File: src/hw/rtl/configurable_crc32_byte_engine_unit_defines.svh
`ifndef CONFIGURABLE_CRC32_BYTE_ENGINE_UNIT_DEFINES_SVH
`define CONFIGURABLE_CRC32_BYTE_ENGINE_UNIT_DEFINES_SVH

// clocked check, off while in reset
`define CRC_ASSERT(lbl, prop, msg) \
	lbl: assert property (@(posedge clk) disable iff (!arst_n) (prop)) else $error(msg);

// condition checked in the cycle after a trigger
`define CRC_ASSERT_NEXT(lbl, trig, cond, msg) \
	lbl: assert property (@(posedge clk) disable iff (!arst_n) (trig) |=> (cond)) \
		else $error(msg);

`endif

File: src/hw/rtl/crc32b_pkg.sv
package crc32b_pkg;

	localparam int CRC_W = 32;
	localparam int BYTE_W = 8;
	localparam int CFG_IDX_W = 2;

	localparam logic [CFG_IDX_W-1:0] REG_POLY = 2'd0;
	localparam logic [CFG_IDX_W-1:0] REG_INIT = 2'd1;
	localparam logic [CFG_IDX_W-1:0] REG_FXOR = 2'd2;
	localparam logic [CFG_IDX_W-1:0] REG_REFLECT = 2'd3;

	localparam logic [CRC_W-1:0] POLY_RESET = 32'h04c1_1db7;
	localparam logic [CRC_W-1:0] INIT_RESET = 32'hffff_ffff;
	localparam logic [CRC_W-1:0] FXOR_RESET = 32'hffff_ffff;
	localparam logic [CRC_W-1:0] CRC_RESET = 32'hffff_ffff;

	typedef struct packed {
		logic [BYTE_W-1:0] data_byte;
		logic              first_byte;
		logic              last_byte;
	} in_t;

	typedef struct packed {
		logic [CRC_W-1:0] running_crc;
		logic [CRC_W-1:0] finished_crc;
		logic [CRC_W-1:0] wire_word;
		logic             is_final;
	} out_t;

endpackage

File: src/hw/rtl/crc32b_fold.sv
module crc32b_fold
	import crc32b_pkg::*;
(
	input  logic [CRC_W-1:0]  crc_in,
	input  logic [BYTE_W-1:0] data,
	input  logic [CRC_W-1:0]  poly,
	input  logic              reflect,
	output logic [CRC_W-1:0]  crc_out
);

	logic [CRC_W-1:0] poly_rev;

	always_comb begin
		for (int i = 0; i < CRC_W; i++) begin
			poly_rev[i] = poly[CRC_W-1-i];
		end
	end

	always_comb begin
		logic [CRC_W-1:0] c;
		c = crc_in;
		if (reflect) begin
			c[BYTE_W-1:0] = c[BYTE_W-1:0] ^ data;
			for (int k = 0; k < BYTE_W; k++) begin
				c = c[0] ? ((c >> 1) ^ poly_rev) : (c >> 1);
			end
		end else begin
			c[CRC_W-1 -: BYTE_W] = c[CRC_W-1 -: BYTE_W] ^ data;
			for (int k = 0; k < BYTE_W; k++) begin
				c = c[CRC_W-1] ? ((c << 1) ^ poly) : (c << 1);
			end
		end
		crc_out = c;
	end

endmodule

File: src/hw/rtl/configurable_crc32_byte_engine_unit.sv
// Byte-wide CRC-32 engine with programmable polynomial, initial value, final XOR and bit
// order. It takes one byte per clock while the output is not stalled, with valid/ready on
// both sides, and each byte gives one result, registered in the input stage and then in
// the output register. The running CRC lives in a single-entry memory that is read every
// cycle; the value written by the previous byte is forwarded, so consecutive bytes need
// no interlock. The eight-step shift/XOR fold of one byte is combinational and sets the
// critical path. Program the registers only while no byte is in flight.
module configurable_crc32_byte_engine_unit
	import crc32b_pkg::*;
(
	input  logic                 clk,
	input  logic                 arst_n,
	input  logic                 in_valid,
	output logic                 in_ready,
	input  in_t                  in_data,
	output logic                 out_valid,
	input  logic                 out_ready,
	output out_t                 out_data,
	input  logic                 cfg_we,
	input  logic [CFG_IDX_W-1:0] cfg_index,
	input  logic [CRC_W-1:0]     cfg_data
);

	`include "configurable_crc32_byte_engine_unit_defines.svh"

	logic [CRC_W-1:0] poly_q;
	logic [CRC_W-1:0] init_q;
	logic [CRC_W-1:0] fxor_q;
	logic             reflect_q;

	logic [CRC_W-1:0] crc_mem [0:0];
	logic [CRC_W-1:0] rd_q;
	logic             rd_valid_q;
	logic             mem_valid_q;
	logic [CRC_W-1:0] fwd_q;
	logic             fwd_valid_q;

	logic             valid_s1;
	in_t              item_s1;
	logic             adv_s1;

	logic [CRC_W-1:0] crc_cur;
	logic [CRC_W-1:0] crc_base;
	logic [CRC_W-1:0] crc_new;
	logic [CRC_W-1:0] fin;

	// configuration
	always_ff @(posedge clk or negedge arst_n) begin
		if (!arst_n) begin
			poly_q <= POLY_RESET;
			init_q <= INIT_RESET;
			fxor_q <= FXOR_RESET;
			reflect_q <= 1'b1;
		end else if (cfg_we) begin
			case (cfg_index)
				REG_POLY: poly_q <= cfg_data;
				REG_INIT: init_q <= cfg_data;
				REG_FXOR: fxor_q <= cfg_data;
				REG_REFLECT: reflect_q <= cfg_data[0];
				default: ;
			endcase
		end
	end

	// handshake
	assign adv_s1 = valid_s1 && (!out_valid || out_ready);
	assign in_ready = !valid_s1 || adv_s1;

	always_ff @(posedge clk or negedge arst_n) begin
		if (!arst_n) begin
			valid_s1 <= 1'b0;
		end else if (in_ready) begin
			valid_s1 <= in_valid;
		end
	end

	always_ff @(posedge clk) begin
		if (in_valid && in_ready) begin
			item_s1 <= in_data;
		end
	end

	// state memory, read every cycle
	always_ff @(posedge clk) begin
		rd_q <= crc_mem[0];
		if (adv_s1) begin
			crc_mem[0] <= crc_new;
		end
	end

	always_ff @(posedge clk) begin
		if (adv_s1) begin
			fwd_q <= crc_new;
		end
	end

	always_ff @(posedge clk or negedge arst_n) begin
		if (!arst_n) begin
			mem_valid_q <= 1'b0;
			rd_valid_q <= 1'b0;
			fwd_valid_q <= 1'b0;
		end else begin
			rd_valid_q <= mem_valid_q;
			fwd_valid_q <= adv_s1;
			if (adv_s1) begin
				mem_valid_q <= 1'b1;
			end
		end
	end

	// forward the value written at the last edge
	always_comb begin
		if (fwd_valid_q) begin
			crc_cur = fwd_q;
		end else if (rd_valid_q) begin
			crc_cur = rd_q;
		end else begin
			crc_cur = CRC_RESET;
		end
	end

	assign crc_base = item_s1.first_byte ? init_q : crc_cur;

	crc32b_fold u_fold (
		.crc_in  (crc_base),
		.data    (item_s1.data_byte),
		.poly    (poly_q),
		.reflect (reflect_q),
		.crc_out (crc_new)
	);

	assign fin = crc_new ^ fxor_q;

	// output register
	always_ff @(posedge clk or negedge arst_n) begin
		if (!arst_n) begin
			out_valid <= 1'b0;
		end else if (!out_valid || out_ready) begin
			out_valid <= valid_s1;
		end
	end

	always_ff @(posedge clk) begin
		if (adv_s1) begin
			out_data.running_crc <= crc_new;
			out_data.finished_crc <= fin;
			out_data.wire_word <= reflect_q ? fin : {fin[7:0], fin[15:8], fin[23:16], fin[31:24]};
			out_data.is_final <= item_s1.last_byte;
		end
	end

	`CRC_ASSERT_NEXT(a_adv_fills_out, adv_s1, out_valid, "result lost after fold")
	`CRC_ASSERT_NEXT(a_state_tracks_out, adv_s1, crc_cur == out_data.running_crc,
		"running crc state differs from last result")
	`CRC_ASSERT(a_stall_cause, !in_ready |-> (valid_s1 && out_valid && !out_ready),
		"input stalled without a full pipeline")

endmodule

File: config.mk
export PLATFORM = sky130hd
export DESIGN_NAME = configurable_crc32_byte_engine_unit
export DESIGN_NICKNAME = d
export VERILOG_FILES = /design/src/hw/rtl/crc32b_pkg.sv /design/src/hw/rtl/crc32b_fold.sv /design/src/hw/rtl/configurable_crc32_byte_engine_unit.sv
export VERILOG_INCLUDE_DIRS = /design/src /design/src/hw/rtl
export SDC_FILE = /design/constraint.sdc
export NUM_CORES = 1
export LEC_CHECK = 0
export BUFFER_PORTS_ARGS = -buffer_cell sky130_fd_sc_hd__buf_2
export CAP_MARGIN = 0
export CORE_ASPECT_RATIO = 1.5
export CORE_UTILIZATION = 25
export DETAILED_ROUTE_END_ITERATION = 6
export GPL_ROUTABILITY_DRIVEN = 0
export GPL_TIMING_DRIVEN = 0
export PLACE_DENSITY_LB_ADDON = 0.05
export SLEW_MARGIN = 20
export SYNTH_ARGS = -nofsm -noshare
export SYNTH_HDL_FRONTEND = slang
export SYNTH_SLANG_ARGS = --single-unit
export TNS_END_PERCENT = 5
File: constraint.sdc
create_clock -name clk -period 11.4 [get_ports clk]
set_input_delay 0 -clock clk [delete_from_list [all_inputs] [get_ports clk]]
set_output_delay 0 -clock clk [all_outputs]
set_load 0.01 [all_outputs]
* Word-level counts from Yosys, hierarchy flattened
Memories as Yosys holds them, arrays and structs flattened. A register that Yosys moved wholly into a read port is not among the register bits. Index checks and enable logic that the tools add are counted.
Cells by class: muxes and demuxes 23, equal/unequal tests 3, bitwise operators 19, reductions and logical operators 11
Operators by type and width (count):
- $mux W32 | 21
- $xor A32 B32 Y32 | 9
- $xor A31 B32 Y32 | 8
- $xor A8 B8 Y8 | 2
- $reduce_and A2 Y1 | 4
- $eq A2 B2 Y1 const B | 2
- $eq A2 B1 Y1 const B | 1
- $logic_and A1 B1 Y1 | 2
- $logic_not A1 Y1 | 2
- $logic_not A2 Y1 | 1
- $logic_or A1 B1 Y1 | 2
- $mux W1 | 2
Storage, ports and cells: bits in writable memories 32, input bits 49, output and inout port bits 99, register bits 209, memories kept 1, logic and storage cells 73
Memory list:
- crc_mem | depth 1, bits a word 32, read ports 1, clocked after Yosys merged registers in 1, wr ports 1, line configurable_crc32_byte_engine_unit.sv:31 | logic [CRC_W-1:0] crc_mem [0:0];

* Logic depth before layout (Yosys ltp)
depth in word-level cells 23, gate-level depth with buffers 22

* Hierarchy
A second synthesis with hierarchy kept.
Second synthesis, totals: cell total of the unflattened synthesis 1939, area, all modules 18514.0 um2
Modules (own cells, without submodules):
- configurable_crc32_byte_engine_unit | cells each 603, times used 1, sequential area each 6505.0 um2, area an instance 9400.3 um2
- crc32b_fold | cells each 1336, times used 1, sequential area each 0.0 um2, area an instance 9113.7 um2

* Least setup slack after synthesis
Ideal clock, no wire load.
kind flip-flop to flip-flop, start point register fwd_valid_q, end point register out_data[49] (netlist name), data pin, required time 11.139 ns, setup time 0.261 ns, path slack 6.658 ns, buffers on the path 3, cell stages (with the launch flop) 19, data arrival time 4.481 ns, path through dfrtp_1 -> buf_6 -> buf_8 -> nor2b_2 -> o31ai_4 -> xor2_2 -> mux2i_1 -> mux2i_1 -> xnor2_1 -> xor3_2 -> xnor3_2 -> nand2b_4 -> or3_1 -> buf_4 -> o21ai_1 -> a222oi_1 -> xnor2_1 -> xor3_1 -> a221o_1
Between the ends: word-level cells in the longest chain between the ends 20, elaborated cells between the ends (all ways) 38, classes of those cells mux: 19; bitwise: 19
RTL lines:
- start, declared | line configurable_crc32_byte_engine_unit.sv:36 | logic fwd_valid_q;
- start signal, assigned | line configurable_crc32_byte_engine_unit.sv:104 | fwd_valid_q <= adv_s1;
- $mux W32 * | line configurable_crc32_byte_engine_unit.sv:113 | if (fwd_valid_q) begin
- $mux W32 * | line configurable_crc32_byte_engine_unit.sv:122 | assign crc_base = item_s1.first_byte ? init_q : crc_cur;
- $xor A32 B32 Y32, or another cell as far along | line crc32b_fold.sv:30 | c = c[CRC_W-1] ? ((c << 1) ^ poly) : (c << 1);
- $mux W32, or another cell as far along | line crc32b_fold.sv:30
- $xor A32 B32 Y32, or another cell as far along | line crc32b_fold.sv:30
- $mux W32, or another cell as far along | line crc32b_fold.sv:30
- $xor A32 B32 Y32, or another cell as far along | line crc32b_fold.sv:30
- $mux W32, or another cell as far along | line crc32b_fold.sv:30
- (+5 left out)
- $mux W32, or another cell as far along | line crc32b_fold.sv:30
- $xor A32 B32 Y32, or another cell as far along | line crc32b_fold.sv:30
- $mux W32, or another cell as far along | line crc32b_fold.sv:30
- $xor A32 B32 Y32, or another cell as far along | line crc32b_fold.sv:30
- $mux W32, on equally long branches | line crc32b_fold.sv:30, crc32b_fold.sv:25
- $mux W32 * | line crc32b_fold.sv:22 | if (reflect) begin
- $xor A32 B32 Y32 * | line configurable_crc32_byte_engine_unit.sv:132 | assign fin = crc_new ^ fxor_q;
- named net fin[16] | line configurable_crc32_byte_engine_unit.sv:45 | logic [CRC_W-1:0] fin;
- end, declared | line configurable_crc32_byte_engine_unit.sv:18 | output out_t out_data,
Mark *: on every way through the listed nets, which the timed path passes. The rest lies on a longest branch. A chain may end at the register's enable or synchronous reset.

* Worst setup path after layout
start point register poly_q[31], end point memory crc_mem[0][18], data pin
Between the ends: word-level cells in the longest chain between the ends 16, elaborated cells between the ends (all ways) 33, classes of those cells mux: 17; bitwise: 16
RTL lines:
- start, declared | line configurable_crc32_byte_engine_unit.sv:26 | logic [CRC_W-1:0] poly_q;
- start signal, assigned | line configurable_crc32_byte_engine_unit.sv:56 | REG_POLY: poly_q <= cfg_data;
- $xor A32 B32 Y32 / $xor A31 B32 Y32 (equally long branches) | line crc32b_fold.sv:30, crc32b_fold.sv:25
- $mux W32, on equally long branches (2 in series) | line crc32b_fold.sv:30, crc32b_fold.sv:25
- $xor A32 B32 Y32 / $xor A31 B32 Y32 (equally long branches) | line crc32b_fold.sv:30, crc32b_fold.sv:25
- $mux W32, on equally long branches | line crc32b_fold.sv:30, crc32b_fold.sv:25
- $xor A32 B32 Y32 / $xor A31 B32 Y32 (equally long branches) | line crc32b_fold.sv:30, crc32b_fold.sv:25
- $mux W32, on equally long branches | line crc32b_fold.sv:30, crc32b_fold.sv:25
- $xor A32 B32 Y32 / $xor A31 B32 Y32 (equally long branches) | line crc32b_fold.sv:30, crc32b_fold.sv:25
- $mux W32, on equally long branches | line crc32b_fold.sv:30, crc32b_fold.sv:25
- $xor A32 B32 Y32 / $xor A31 B32 Y32 (equally long branches) | line crc32b_fold.sv:30, crc32b_fold.sv:25
- $mux W32, on equally long branches | line crc32b_fold.sv:30, crc32b_fold.sv:25
- $xor A32 B32 Y32 / $xor A31 B32 Y32 (equally long branches) | line crc32b_fold.sv:30, crc32b_fold.sv:25
- $mux W32, on equally long branches | line crc32b_fold.sv:30, crc32b_fold.sv:25
- $xor A32 B32 Y32 / $xor A31 B32 Y32 (equally long branches) | line crc32b_fold.sv:30, crc32b_fold.sv:25
- $mux W32, on equally long branches | line crc32b_fold.sv:30, crc32b_fold.sv:25
- $mux W32 * | line crc32b_fold.sv:22
- named net crc_new[18] | line configurable_crc32_byte_engine_unit.sv:44 | logic [CRC_W-1:0] crc_new;
- end, declared | line configurable_crc32_byte_engine_unit.sv:31
Marks and branches as above.

==> impl_metrics.json <==
{
  "relSlewSlack_pct": 16.1,
  "area_growth_pct": 17.5,
  "fin_crit_ps": 8100,
  "cts_sinks": 241,
  "cp.required_ps": 11790,
  "cpPeakStageDelay_ps": 970,
  "synth_cell_type_count": 109,
  "grt_max_degree": 69,
  "syn_inst": 2653,
  "core.rowCount": 133,
  "r2r-start": "poly_q[31]$_DFFE_PN0P_",
  "critPathMaxFanout": 10,
  "fin_skew_ps": 26.1,
  "preCtsSetupSlack_ps": 3790,
  "synth_edf_count": 107,
  "synth.avg_cell_area_sq_um": 8.37,
  "portBuffers": 147,
  "critPathMostFrequentCell": "clkbuf_1",
  "drive_gt1_share_pct": 17.8,
  "crit_arrival_ps": 8500,
  "die_y_microns": 367,
  "root_buffer": "clkbuf_16",
  "status": "complete, no violations",
  "grt_remaining_overflow": 0,
  "wire_per_inst_microns": 34.4,
  "grt_pass1_wl_microns": 192000,
  "path_cells": "clkbuf_1 -> buf_1 -> clkbuf_1 -> clkbuf_1 -> buf_2 -> clkbuf_1 -> clkbuf_1 -> clkbuf_1 -> nand2_1 -> o21ai_0 -> a32oi_1 -> xnor2_1 -> xnor2_1 -> xnor2_1 -> xnor2_1 -> mux2i_1",
  "syn_nets": 2702,
  "syn_area_sq_um": 22200,
  "cts.repair.resized": 0,
  "ant_nets": 0,
  "io_pins": 148,
  "cp-start-kind": "flop",
  "grtUsageTotal_pct": 30.6,
  "yosysWarnings": 0,
  "dr_total_vias": 23500,
  "finalSetupTns_ps": 0,
  "synth_ff_type": "edfxtp_1",
  "hpwlAfterDp_microns": 109000,
  "tightest_slew_ps": 1260,
  "drv_slew": 0,
  "cts.reportedPaths.clkPinSlew_ps": 70,
  "firstDrtPassIters": 6,
  "htree_levels": 1,
  "synth_seq_area_share_pct": 29.3,
  "rsz0062_at_grt": "false",
  "stdcell_area_sq_um": 26100,
  "cts_tree": "yes",
  "ys_ff_latch": 241,
  "setup_ws_ps": 3300,
  "hold_viol_final": 0,
  "clockBufferDepth": 3,
  "cts_setup_buffers": 0,
  "coreArea_sq_um": 87900,
  "critical_path_class": "reg -> reg",
  "period_share_pct": 71.1,
  "post-route-util_pct": 29.7,
  "clkLatencyLatePin_ps": 640,
  "postSynth.asyncResetShare_pct": 42.3,
  "setup_viol": 0,
  "hold_path.class": "in -> reg",
  "max_freq_ghz": 0.123,
  "grt_pass1_vias": 23200,
  "worstSetupStartpoint": "poly_q[31]$_DFFE_PN0P_",
  "drcViolationCount": 0,
  "drv_cap": 0,
  "die_x_microns": 245,
  "endpoint_kind": "flop",
  "drt_iter0_markers": 2752,
  "min-delay-start": "in_data[7]",
  "viasPerCell": 5.79,
  "numCtsBuffers": 29,
  "final_nets": 2945,
  "start_util_pct": 25.3,
  "cpMaxStageDelayCell": "clkbuf_1",
  "grt_antenna_before_repair": 3,
  "drt_wl_total_microns": 140000,
  "placed_area_sq_um": 24600,
  "fillers": 9508,
  "die_area_sq_um": 90100
}
[what timing repair did]
item,CTS,global route
hold buffers,50,0
endpoints found under the hold margin,210,0
setup endpoints to repair,0,0
[synth_stat cells, types with 32 or more instances]
cell      number  area [sq um]
xnor2_1      235          2060
o21a_1        35           263
buf_2         41           205
dfstp_2       79          2080
mux2i_1       50           500
clkbuf_1     190           713
a32oi_1       51           447
mux2_2       104          1170
xor2_1        80           701
and3_1        32           200
nor2_1       174           653
nand2_1      352          1320
edfxtp_1     107          3210
o211ai_1      55           413
a21oi_1      116           581
nand3_1       77           385
o21ai_0      231          1160
dfxtp_1       32           641
[through the flow]
stage / cells / hold slack (ps)
2_1_floorplan: 2653 / -296
3_3_place_gp: 3947 / 180
3_5_place_dp: 3960 / -85.6
4_1_cts: 4064 / 49.1
5_1_grt: 4066 / 84.4
6_report: 4070 / 76.4
[area by class of cell]
cell class / instances / area, sq um / share of cell area (%)
multi-input combinational: 2107 / 14500 / 55.5
sequential: 241 / 6500 / 24.9
tap: 1147 / 1440 / 5.50
timing repair buffer: 212 / 1420 / 5.45
buffer: 268 / 1120 / 4.28
clock buffer: 47 / 916 / 3.51
inverter: 37 / 139 / 0.532
clock inverter: 7 / 61.3 / 0.235
antenna: 4 / 10.0 / 0.0383
[per-layer routing]
layer	GRT usage (%)	wire, microns	vias to the layer above
li1	-	-	10100
met5	0	13	-
met4	27.3	15200	2
met3	4.62	9030	431
met2	50.6	65600	1307
met1	33.8	50100	11700
[logic make-up after synthesis]
| group | synth area share (%) |
|---|---|
| and+or+nand+nor | 17.0 |
| xor gates and xnor gates | 17.0 |
| muxes | 7.64 |
| DFF | 29.3 |
| AOI/OAI and AO/OA | 23.4 |
| buffers and inverters | 5.64 |
[cell usage in the layout (no fill, tap or decap), types with 31 or more instances in the layout]
| cell type | Yosys | routed |
|---|---|---|
| nand2_1 | 352 | 352 |
| xnor2_1 | 235 | 234 |
| o21ai_0 | 231 | 210 |
| clkbuf_1 | 190 | 198 |
| buf_2 | 41 | 188 |
| nor2_1 | 174 | 174 |
| a21oi_1 | 116 | 116 |
| edfxtp_1 | 107 | 107 |
| mux2_2 | 104 | 104 |
| xor2_1 | 80 | 80 |
| dfstp_2 | 79 | 79 |
| nand3_1 | 77 | 77 |
| o211ai_1 | 55 | 55 |
| a32oi_1 | 51 | 51 |
| mux2i_1 | 50 | 50 |
| dlygate4sd3_1 | 0 | 50 |
| o21a_1 | 35 | 35 |
| o21ai_1 | 19 | 35 |
| and3_1 | 32 | 32 |
| dfxtp_1 | 32 | 32 |
| clkbuf_16 | 0 | 31 |
[critical path, delay by kind of cell (launching register included)]
kind / cells / cell delay (ps)
flip-flops: 1 / 320
multiplexers: 1 / 360
AND/OR/NAND/NOR: 1 / 90
buffers and inverters: 8 / 4990
XOR/XNOR: 4 / 1850
AO/OA/AOI/OAI: 2 / 220
[path summary, 6_finish.rpt]
| check | slack, ps | cells past startpoint | endpoint |
|---|---|---|---|
| hold / removal | 80 | 2 | item_s1[7]$_DFFE_PP_ |
| hold reg to reg | 390 | 0 | rd_valid_q$_DFF_PN0_ |
| max in group asynchronous | 10210 | 3 | poly_q[21]$_DFFE_PN0P_ |
| min in group asynchronous | 100 | 2 | poly_q[23]$_DFFE_PN1P_ |
| setup reg to reg | 3300 | 16 | crc_mem[0][18]$_DFFE_PP_ |
| setup / recovery | 3300 | 16 | crc_mem[0][18]$_DFFE_PP_ |
[sequential cells by signal (all words and copies together) (netlist names)]
signal	count
fwd_valid_q	1
out_data	65
out_valid	1
poly_q	32
crc_mem	32
reflect_q	1
rd_q	32
mem_valid_q	1
item_s1	10
init_q	32
valid_s1	1
fxor_q	32
rd_valid_q	1
Power is left out: the tool's default activity adds up to more than one toggle a clock period on the data nets, which glitch-free logic cannot reach.
